**config.mk**
```make
export PLATFORM = sky130hd
export DESIGN_NAME = bounded_array_list_engine_core
export DESIGN_NICKNAME = d
export VERILOG_FILES = /design/src/rtl/bale_pkg.sv /design/src/rtl/bale_dp.sv /design/src/rtl/bale_ctrl.sv /design/src/rtl/bounded_array_list_engine_core.sv
export SDC_FILE = /design/constraint.sdc
export NUM_CORES = 2
export LEC_CHECK = 0
export ABC_AREA = 1
export BUFFER_PORTS_ARGS = -buffer_cell sky130_fd_sc_hd__buf_2
export CAP_MARGIN = 40
export CORE_MARGIN = 4
export CORE_UTILIZATION = 60
export DETAILED_ROUTE_END_ITERATION = 7
export PLACE_DENSITY = 0.79
export SKIP_CTS_REPAIR_TIMING = 1
export SLEW_MARGIN = 0
export SYNTH_ARGS = -nofsm -noshare
export SYNTH_HDL_FRONTEND = slang
export SYNTH_SLANG_ARGS = --single-unit
```
**constraint.sdc**
```tcl
create_clock -name clk -period 14.1 [get_ports clk]
set_input_delay 2.115 -clock clk [delete_from_list [all_inputs] [get_ports clk]]
set_output_delay 2.115 -clock clk [all_outputs]
set_load 0.1 [all_outputs]
```
**src/rtl/bale_pkg.sv**
```systemverilog
// Shared types and constants for the bounded array list engine.
// Used by bale_ctrl, bale_dp and bounded_array_list_engine_core. No dependencies.
package bale_pkg;

    localparam int CAPACITY = 64;
    localparam int AW       = 6;    // address width of the element store
    localparam int CW       = 7;    // width of counts and the capacity limit

    localparam logic [2:0] CMD_APPEND = 3'd0;
    localparam logic [2:0] CMD_ADD    = 3'd1;
    localparam logic [2:0] CMD_SUB    = 3'd2;
    localparam logic [2:0] CMD_MUL    = 3'd3;
    localparam logic [2:0] CMD_DIV    = 3'd4;
    localparam logic [2:0] CMD_READ   = 3'd5;
    localparam logic [2:0] CMD_REMAT  = 3'd6;
    localparam logic [2:0] CMD_REMVAL = 3'd7;

    localparam logic [1:0] ST_OK      = 2'd0;
    localparam logic [1:0] ST_FULL    = 2'd1;
    localparam logic [1:0] ST_INDEX   = 2'd2;
    localparam logic [1:0] ST_DIVZERO = 2'd3;

    // Controller to datapath
    typedef struct packed {
        logic          rd_en;     // read memory at rd_addr
        logic [AW-1:0] rd_addr;
        logic          wr_en;     // write result at wr_addr
        logic [AW-1:0] wr_addr;
        logic          div_start; // start a division on the read word
        logic          wr_opnd;   // write the operand (append) instead of the result
        logic          wr_raw;    // write the read word unchanged (shift)
    } dp_cmd_t;

    // Datapath to controller
    typedef struct packed {
        logic        div_done;
        logic        match;       // last read word equals the operand
        logic [31:0] rd_word;
    } dp_stat_t;

endpackage

```
**src/rtl/bale_dp.sv**
```systemverilog
// Datapath: element store, arithmetic unit and a radix-2 divider.
// Depends on bale_pkg.
module bale_dp
(
    input  logic               clk,
    input  logic               rst_n,
    input  logic [2:0]         op_cmd,
    input  logic [31:0]        op_value,
    input  bale_pkg::dp_cmd_t  cmd,
    output bale_pkg::dp_stat_t stat
);

    logic [31:0] mem [0:bale_pkg::CAPACITY-1];
    logic [31:0] rd_reg;
    logic [31:0] mul_reg;
    logic [31:0] wdata;
    logic [31:0] res;

    // Divider
    logic        busy_reg;
    logic [5:0]  cnt_reg;
    logic [31:0] q_reg;
    logic [31:0] r_reg;
    logic [31:0] dv_reg;
    logic        neg_reg;
    logic        done_reg;
    logic [32:0] trial;
    logic [31:0] ma;
    logic [31:0] mb;

    always_ff @(posedge clk)
    begin
        if (cmd.rd_en)
        begin
            rd_reg <= mem[cmd.rd_addr];
        end
        if (cmd.wr_en)
        begin
            mem[cmd.wr_addr] <= wdata;
        end
        mul_reg <= rd_reg * op_value;
    end

    always_comb
    begin
        case (op_cmd)
            bale_pkg::CMD_ADD: res = rd_reg + op_value;
            bale_pkg::CMD_SUB: res = rd_reg - op_value;
            bale_pkg::CMD_MUL: res = mul_reg;
            bale_pkg::CMD_DIV: res = neg_reg ? (32'd0 - q_reg) : q_reg;
            default:           res = rd_reg;
        endcase
        if (cmd.wr_opnd)
        begin
            wdata = op_value;
        end
        else if (cmd.wr_raw)
        begin
            wdata = rd_reg;
        end
        else
        begin
            wdata = res;
        end
    end

    assign ma    = rd_reg[31] ? (32'd0 - rd_reg) : rd_reg;
    assign mb    = op_value[31] ? (32'd0 - op_value) : op_value;
    assign trial = {r_reg, q_reg[31]} - {1'b0, dv_reg};

    // Restoring division, one quotient bit per cycle
    always_ff @(posedge clk or negedge rst_n)
    begin
        if (!rst_n)
        begin
            busy_reg <= 1'b0;
            done_reg <= 1'b0;
            cnt_reg  <= '0;
        end
        else
        begin
            done_reg <= 1'b0;
            if (cmd.div_start)
            begin
                busy_reg <= 1'b1;
                cnt_reg  <= '0;
                q_reg    <= ma;
                r_reg    <= '0;
                dv_reg   <= mb;
                neg_reg  <= rd_reg[31] ^ op_value[31];
            end
            else if (busy_reg)
            begin
                if (!trial[32])
                begin
                    r_reg <= trial[31:0];
                    q_reg <= {q_reg[30:0], 1'b1};
                end
                else
                begin
                    r_reg <= {r_reg[30:0], q_reg[31]};
                    q_reg <= {q_reg[30:0], 1'b0};
                end
                cnt_reg <= cnt_reg + 6'd1;
                if (cnt_reg == 6'd31)
                begin
                    busy_reg <= 1'b0;
                    done_reg <= 1'b1;
                end
            end
        end
    end

    assign stat.div_done = done_reg;
    assign stat.match    = (rd_reg == op_value);
    assign stat.rd_word  = rd_reg;

endmodule

```
**src/rtl/bale_ctrl.sv**
```systemverilog
// Controller: sequences each command over the element store.
// Depends on bale_pkg.
module bale_ctrl
(
    input  logic                         clk,
    input  logic                         rst_n,
    input  logic                         start,
    input  logic [2:0]                   op_cmd,
    input  logic                         opnd_zero,
    input  logic [bale_pkg::AW-1:0]      op_index,
    input  logic [bale_pkg::CW-1:0]      limit,
    input  logic                         out_free,  // result register can take the result
    input  bale_pkg::dp_stat_t           stat,
    output bale_pkg::dp_cmd_t            cmd,
    output logic                         done,
    output logic [1:0]                   status,
    output logic [31:0]                  rdata,
    output logic [bale_pkg::CW-1:0]      count
);

    localparam logic [2:0] S_IDLE = 3'd0;
    localparam logic [2:0] S_RD   = 3'd1;  // read issued, data arrives
    localparam logic [2:0] S_MUL  = 3'd2;  // product register fills
    localparam logic [2:0] S_DIV  = 3'd3;  // wait for divider
    localparam logic [2:0] S_WR   = 3'd4;  // write back, advance
    localparam logic [2:0] S_DONE = 3'd5;

    logic [2:0]              state_reg, state_next;
    logic [bale_pkg::CW-1:0] cnt_reg, cnt_next;
    logic [bale_pkg::CW-1:0] i_reg, i_next;      // read pointer
    logic [bale_pkg::CW-1:0] w_reg, w_next;      // write pointer
    logic [1:0]              st_reg, st_next;
    logic [31:0]             rd_reg, rd_next;
    logic [bale_pkg::CW-1:0] eff;
    logic                    divst_reg;

    assign eff = (limit > bale_pkg::CW'(bale_pkg::CAPACITY))
                 ? bale_pkg::CW'(bale_pkg::CAPACITY) : limit;

    always_ff @(posedge clk or negedge rst_n)
    begin
        if (!rst_n)
        begin
            state_reg <= S_IDLE;
            cnt_reg   <= '0;
            i_reg     <= '0;
            w_reg     <= '0;
            st_reg    <= bale_pkg::ST_OK;
            rd_reg    <= '0;
            divst_reg <= 1'b0;
        end
        else
        begin
            state_reg <= state_next;
            cnt_reg   <= cnt_next;
            i_reg     <= i_next;
            w_reg     <= w_next;
            st_reg    <= st_next;
            rd_reg    <= rd_next;
            divst_reg <= (state_next == S_RD) && (op_cmd == bale_pkg::CMD_DIV);
        end
    end

    always_comb
    begin
        state_next = state_reg;
        cnt_next   = cnt_reg;
        i_next     = i_reg;
        w_next     = w_reg;
        st_next    = st_reg;
        rd_next    = rd_reg;
        cmd        = '0;
        cmd.rd_addr = i_reg[bale_pkg::AW-1:0];
        cmd.wr_addr = w_reg[bale_pkg::AW-1:0];
        case (state_reg)
            S_IDLE:
            begin
                if (start)
                begin
                    st_next = bale_pkg::ST_OK;
                    rd_next = '0;
                    i_next  = '0;
                    w_next  = '0;
                    state_next = S_DONE;
                    case (op_cmd)
                        bale_pkg::CMD_APPEND:
                        begin
                            if (cnt_reg >= eff)
                            begin
                                st_next = bale_pkg::ST_FULL;
                            end
                            else
                            begin
                                cmd.wr_en   = 1'b1;
                                cmd.wr_opnd = 1'b1;
                                cmd.wr_addr = cnt_reg[bale_pkg::AW-1:0];
                                cnt_next    = cnt_reg + 1'b1;
                            end
                        end
                        bale_pkg::CMD_READ:
                        begin
                            if ({1'b0, op_index} < cnt_reg)
                            begin
                                i_next     = {1'b0, op_index};
                                state_next = S_RD;
                                cmd.rd_en  = 1'b1;
                                cmd.rd_addr = op_index;
                            end
                            else
                            begin
                                st_next = bale_pkg::ST_INDEX;
                            end
                        end
                        bale_pkg::CMD_REMAT:
                        begin
                            if ({1'b0, op_index} < cnt_reg)
                            begin
                                // shift from index+1 down to index
                                w_next   = {1'b0, op_index};
                                i_next   = {1'b0, op_index} + 1'b1;
                                cnt_next = cnt_reg - 1'b1;
                                if ({1'b0, op_index} + 1'b1 < cnt_reg)
                                begin
                                    state_next = S_RD;
                                    cmd.rd_en  = 1'b1;
                                    cmd.rd_addr = op_index + 1'b1;
                                end
                            end
                            else
                            begin
                                st_next = bale_pkg::ST_INDEX;
                            end
                        end
                        bale_pkg::CMD_DIV:
                        begin
                            if (opnd_zero)
                            begin
                                st_next = bale_pkg::ST_DIVZERO;
                            end
                            else if (cnt_reg != '0)
                            begin
                                state_next = S_RD;
                                cmd.rd_en  = 1'b1;
                                cmd.rd_addr = '0;
                            end
                        end
                        default:
                        begin
                            if (cnt_reg != '0)
                            begin
                                state_next = S_RD;
                                cmd.rd_en  = 1'b1;
                                cmd.rd_addr = '0;
                            end
                        end
                    endcase
                end
            end
            S_RD:
            begin
                cmd.div_start = divst_reg;
                case (op_cmd)
                    bale_pkg::CMD_READ:
                    begin
                        rd_next    = stat.rd_word;
                        state_next = S_DONE;
                    end
                    bale_pkg::CMD_MUL: state_next = S_MUL;
                    bale_pkg::CMD_DIV: state_next = S_DIV;
                    default:           state_next = S_WR;
                endcase
            end
            S_MUL:
            begin
                state_next = S_WR;
            end
            S_DIV:
            begin
                if (stat.div_done)
                begin
                    state_next = S_WR;
                end
            end
            S_WR:
            begin
                if (op_cmd == bale_pkg::CMD_REMVAL)
                begin
                    if (!stat.match)
                    begin
                        cmd.wr_en  = 1'b1;
                        cmd.wr_raw = 1'b1;
                        w_next     = w_reg + 1'b1;
                    end
                end
                else
                begin
                    cmd.wr_en  = 1'b1;
                    cmd.wr_raw = (op_cmd == bale_pkg::CMD_REMAT);
                    w_next     = w_reg + 1'b1;
                    if (op_cmd != bale_pkg::CMD_REMAT)
                    begin
                        cmd.wr_addr = i_reg[bale_pkg::AW-1:0];
                    end
                end
                i_next = i_reg + 1'b1;
                // REMAT already lowered the count, so its walk ends at cnt+1
                if ((op_cmd == bale_pkg::CMD_REMAT) ? (i_reg + 1'b1 > cnt_reg)
                                                    : (i_reg + 1'b1 >= cnt_reg))
                begin
                    state_next = S_DONE;
                    if (op_cmd == bale_pkg::CMD_REMVAL)
                    begin
                        cnt_next = stat.match ? w_reg : w_reg + 1'b1;
                    end
                end
                else
                begin
                    state_next  = S_RD;
                    cmd.rd_en   = 1'b1;
                    cmd.rd_addr = i_next[bale_pkg::AW-1:0];
                end
            end
            S_DONE:
            begin
                // hold the result until the output register can take it
                if (out_free)
                begin
                    state_next = S_IDLE;
                end
            end
            default:
            begin
                state_next = S_IDLE;
            end
        endcase
    end

    assign done   = (state_reg == S_DONE);
    assign status = st_reg;
    assign rdata  = rd_reg;
    assign count  = cnt_reg;

endmodule

```
**src/rtl/bounded_array_list_engine_core.sv**
```systemverilog
// Top level of the bounded array list engine: handshakes, limit register, result register.
// Depends on bale_pkg, bale_ctrl and bale_dp.

// One command is worked at a time. Append, a failed index check, divide by zero and
// any walk over an empty list go straight to the done state; a read first passes
// through the read state. Add, subtract and both removes read and write back each entry
// walked, multiply also fills the product register and divide waits on the
// one-bit-per-cycle divider. Remove at index walks only the entries above the
// index. A finished result waits in the output register while the next command is
// accepted; if that command finishes before the waiting result is taken, its result
// is held in the controller until the output register frees.
module bounded_array_list_engine_core
(
    input  logic        clk,
    input  logic        rst_n,
    input  logic        s_axis_tvalid,
    output logic        s_axis_tready,
    input  logic [47:0] s_axis_tdata,  // cmd[2:0], operand_value[34:3], entry_index[40:35]
    output logic        m_axis_tvalid,
    input  logic        m_axis_tready,
    output logic [47:0] m_axis_tdata,  // read_data[31:0], status[33:32], entry_count[40:34]
    input  logic        cfg_valid,
    output logic        cfg_ready,
    input  logic [6:0]  cfg_data       // capacity_limit
);

    logic [6:0]         limit_reg;
    logic               busy_reg;
    logic [2:0]         cmd_reg;
    logic [31:0]        opv_reg;
    logic               ov_reg;
    logic [47:0]        out_reg;
    logic               accept;
    logic               done;
    logic [1:0]         status;
    logic [31:0]        rdata;
    logic [6:0]         count;
    bale_pkg::dp_cmd_t  dcmd;
    bale_pkg::dp_stat_t dstat;

    assign cfg_ready     = 1'b1;
    assign s_axis_tready = !busy_reg;
    assign accept        = s_axis_tvalid && s_axis_tready;

    always_ff @(posedge clk or negedge rst_n)
    begin
        if (!rst_n)
        begin
            limit_reg <= 7'd64;
            busy_reg  <= 1'b0;
            ov_reg    <= 1'b0;
            cmd_reg   <= '0;
            opv_reg   <= '0;
        end
        else
        begin
            if (cfg_valid)
            begin
                limit_reg <= cfg_data;
            end
            if (accept)
            begin
                busy_reg <= 1'b1;
                cmd_reg  <= s_axis_tdata[2:0];
                opv_reg  <= s_axis_tdata[34:3];
            end
            else if (done && (!ov_reg || m_axis_tready))
            begin
                busy_reg <= 1'b0;
            end
            // hold the result until taken; the controller holds done otherwise
            if (done && (!ov_reg || m_axis_tready))
            begin
                ov_reg <= 1'b1;
            end
            else if (m_axis_tready)
            begin
                ov_reg <= 1'b0;
            end
        end
    end

    always_ff @(posedge clk)
    begin
        if (done && (!ov_reg || m_axis_tready))
        begin
            out_reg <= {7'd0, count, status, rdata};
        end
    end

    // The controller sees the command on the accept edge via the raw bus.
    bale_ctrl u_ctrl
    (
        .clk       (clk),
        .rst_n     (rst_n),
        .start     (accept),
        .op_cmd    (accept ? s_axis_tdata[2:0] : cmd_reg),
        .opnd_zero (s_axis_tdata[34:3] == 32'd0),
        .op_index  (s_axis_tdata[40:35]),
        .limit     (limit_reg),
        .out_free  (!ov_reg || m_axis_tready),
        .stat      (dstat),
        .cmd       (dcmd),
        .done      (done),
        .status    (status),
        .rdata     (rdata),
        .count     (count)
    );

    bale_dp u_dp
    (
        .clk      (clk),
        .rst_n    (rst_n),
        .op_cmd   (cmd_reg),
        .op_value (accept ? s_axis_tdata[34:3] : opv_reg),
        .cmd      (dcmd),
        .stat     (dstat)
    );

    assign m_axis_tvalid = ov_reg;
    assign m_axis_tdata  = out_reg;

    // done waits while busy; it must not repeat once the result is latched
    a_no_accept_busy: assert property (@(posedge clk) disable iff (!rst_n)
        busy_reg |-> !s_axis_tready) else $error("accepted while busy");
    a_count_bound: assert property (@(posedge clk) disable iff (!rst_n)
        count <= 7'd64) else $error("count past capacity");
    a_done_busy: assert property (@(posedge clk) disable iff (!rst_n)
        done |-> busy_reg) else $error("done with no command");

endmodule
```
==> metrics <==
status=finished, violations left; failing checks=design-rule violations; Synth Area per Inst=about 10 um^2; final wirelength=between 300000 and 400000 um; top cells by area, synth=edfxtp_1 53%, nand3_1 9.3%, fa_1 6.5%; final setup vio count=0; TritonRoute pass-1 iters=8; Post-Syn Instances=around 13k; most frequent CP cell=fa_1; final non-filler cell total=about 16k; period utilization=71.6%; Worst EP arrival=about 11 ns; largest net degree at the start of global routing=around 190; H-tree depth=4; top-area cell type share of the netlist area=52.6%; Synth cell types=about 60; worst hold path type=register to register; Port-buffer cells=95; first-pass GRT wire length=about 580000 um; Die Wd=approximately 470 um; WHS=0.439 ns; GRT Total Usage=roughly 36%; clock sinks=approximately 2.4k; min cycle time layout=around 10 ns; dpl cells=around 15k; core area=about 210000 um^2; Vias/cell=~6.2; unrepaired setup endpoints after global routing=no; DR iter-0 viols=13.7k; CTS Buf Count=230; Final #Nets=roughly 13k; Yosys reg bits=~2.4k; setup TNS=0 ns; Post-synth EDFFs=2218; max incr delay on CP=0.67 ns; CTS tree=built; slowest cell on the critical path=o21ai_1; Peak Freq=a little under 0.1 GHz; vias in the first global route=between 90k and 100k; initial core utilization=60.3%; Final Util=66.1%; wire length per cell=25.5 um; Max Buffers Root-to-Sink=3; Post-Syn Area=approximately 130000 um^2; worst path buffer plus inverter count=7; share of cells above drive strength 1=7.15%; Largest Register=u_dp.mem; Worst-Margin Slew=roughly 1.1 ns; number of cell rows=~170; CP Capture Type=register; root buf cell=clkbuf_16; final setup skew=between 0.1 and 0.15 ns; Async SR Flop Fraction=between 4 and 5%; Synth Flop Type=edfxtp_1; startpoint types=input pin; max cap viols=0; I/O pin total=around 110; CP Max Fanout=55; DRC viols=2; clock slew at the register clock pins of the worst setup and hold paths=approximately 0.060 ns; sequential fraction of the synthesis area=55.3%; Yosys top cell by area=edfxtp_1; Ys Warns=0; via count=roughly 97k; Final ANT Viol Nets=0; max-slew violation count=0; Area growth syn-to-layout=9.59%; Clk Latency, worst-skew pair=roughly 0.92 ns; Crit path required time=14.87 ns; initial antenna violation count=9; Largest delay share family, worst path=adder cells; GRT overflow=0; final hold viol count=0; Rel. slew slack=26.0%; die height=between 400 and 500 um; crit path kind=input pin to register; HPWL Detailed=241000 um; Placer Congestion=~1; die area=around 220000 um^2; max reg flops=2048
==> area by class of cell <==
class / count / area (um^2)
clock buffer: 290 / 6120
antenna: 6 / 15.0
inverter: 1957 / 7370
fill: 15300 / 71100
multi-input combinational: 7580 / 47000
tap: 2805 / 3510
timing repair buffer: 376 / 3200
clock inverter: 141 / 1470
sequential: 2361 / 70000
==> routing by layer <==
metal / part of all wire (%) / global-route usage (%) / wire length, um
met3: 13 / 8.65 / 51200
met1: 36 / 47.6 / 144000
met4: 6.5 / 20.1 / 25800
met5: 0.015 / 0 / 58
met2: 44 / 54.1 / 175000
==> worst register-to-register path, delay by kind of cell (launching register included) <==
family	cells	cell delay, ns
fa+ha+maj	9	4.36
flops	1	0.39
simple gates	6	1.03
buf+inv	7	1.14
compound gates	6	2.21
==> Yosys cell counts, types with 5 or more instances <==
library cell,n
a21o_1,11
buf_1,61
xor2_1,138
nor3_1,56
buf_2,268
o211ai_1,37
clkinv_1,25
edfxtp_1,2218
or2_2,29
fa_1,412
nand3_1,2343
ha_1,258
a22oi_1,13
inv_2,22
a21oi_1,271
o31ai_1,10
nor2_1,631
a31oi_1,18
a221oi_1,5
dfrtp_1,110
o21ai_0,303
inv_1,1910
a211oi_1,12
o22ai_1,10
nor4_1,19
o221ai_1,9
nand4_1,41
xnor2_1,52
nand2_1,2023
buf_4,10
mux2_2,5
o21ai_2,10
o21bai_1,10
clkbuf_1,408
nand3b_1,758
dfxtp_1,32
nand2_2,5
o2111ai_1,9
o21ai_1,20
o21a_1,15
==> per-stage QoR <==
stage	setup WS, ns	cell area (um^2)
2_1_floorplan	4.67	127000
6_report	4.00	139000
5_1_grt	3.69	139000
3_3_place_gp	3.38	130000
3_5_place_dp	3.31	131000
4_1_cts	4.18	139000
==> cell usage in the layout (no fill, tap or decap), drive strengths merged, types with 12 or more instances in the layout <==
master and count:
nor4 19, dfrtp 110, fa 412, ha 258, nand4 42, a21oi 273
a22oi 13, nand3 2344, a211oi 12, nand3b 758, o211ai 37, buf 376
dfxtp 32, clkinv 131, xor2 138, nor2 636, nand2 2030, or2 33
inv 1942, bufinv 20, edfxtp 2218, a31oi 18, o21a 15, o21ai 333
clkbuf 290, nor3 59, xnor2 52
==> kinds of logic after synthesis <==
logic type	count (synthesis)	share of synthesized area [%]
muxes	9	0.0761
buffers and inverters	2704	8.31
adders and majority gates	670	9.07
and+or+nand+nor	5923	22.4
AOI/OAI and AO/OA	780	3.47
xor gates and xnor gates	190	1.31
DFF	2361	55.3
other	2	0.00593
==> path summary, 6_finish.rpt <==
| check | cells after the start | slack, ns | startpoint | to |
|---|---|---|---|---|
| max | 28 | 4.00 | s_axis_tvalid | u_dp.mul_reg[31] |
| max reg2reg | 28 | 4.89 | busy_reg | u_dp.mul_reg[31] |
| max in group asynchronous | 2 | 11.78 | rst_n | u_ctrl.i_reg[2] |
| min reg2reg | 0 | 0.44 | u_ctrl.rdata[7] | m_axis_tdata[7] |
| min in group asynchronous | 1 | 1.19 | rst_n | u_ctrl.rdata[20] |
| min | 0 | 0.44 | u_ctrl.rdata[7] | m_axis_tdata[7] |
Power is not shown: default switching activity piles up to over one toggle a cycle in this logic, so the estimate is an artifact.
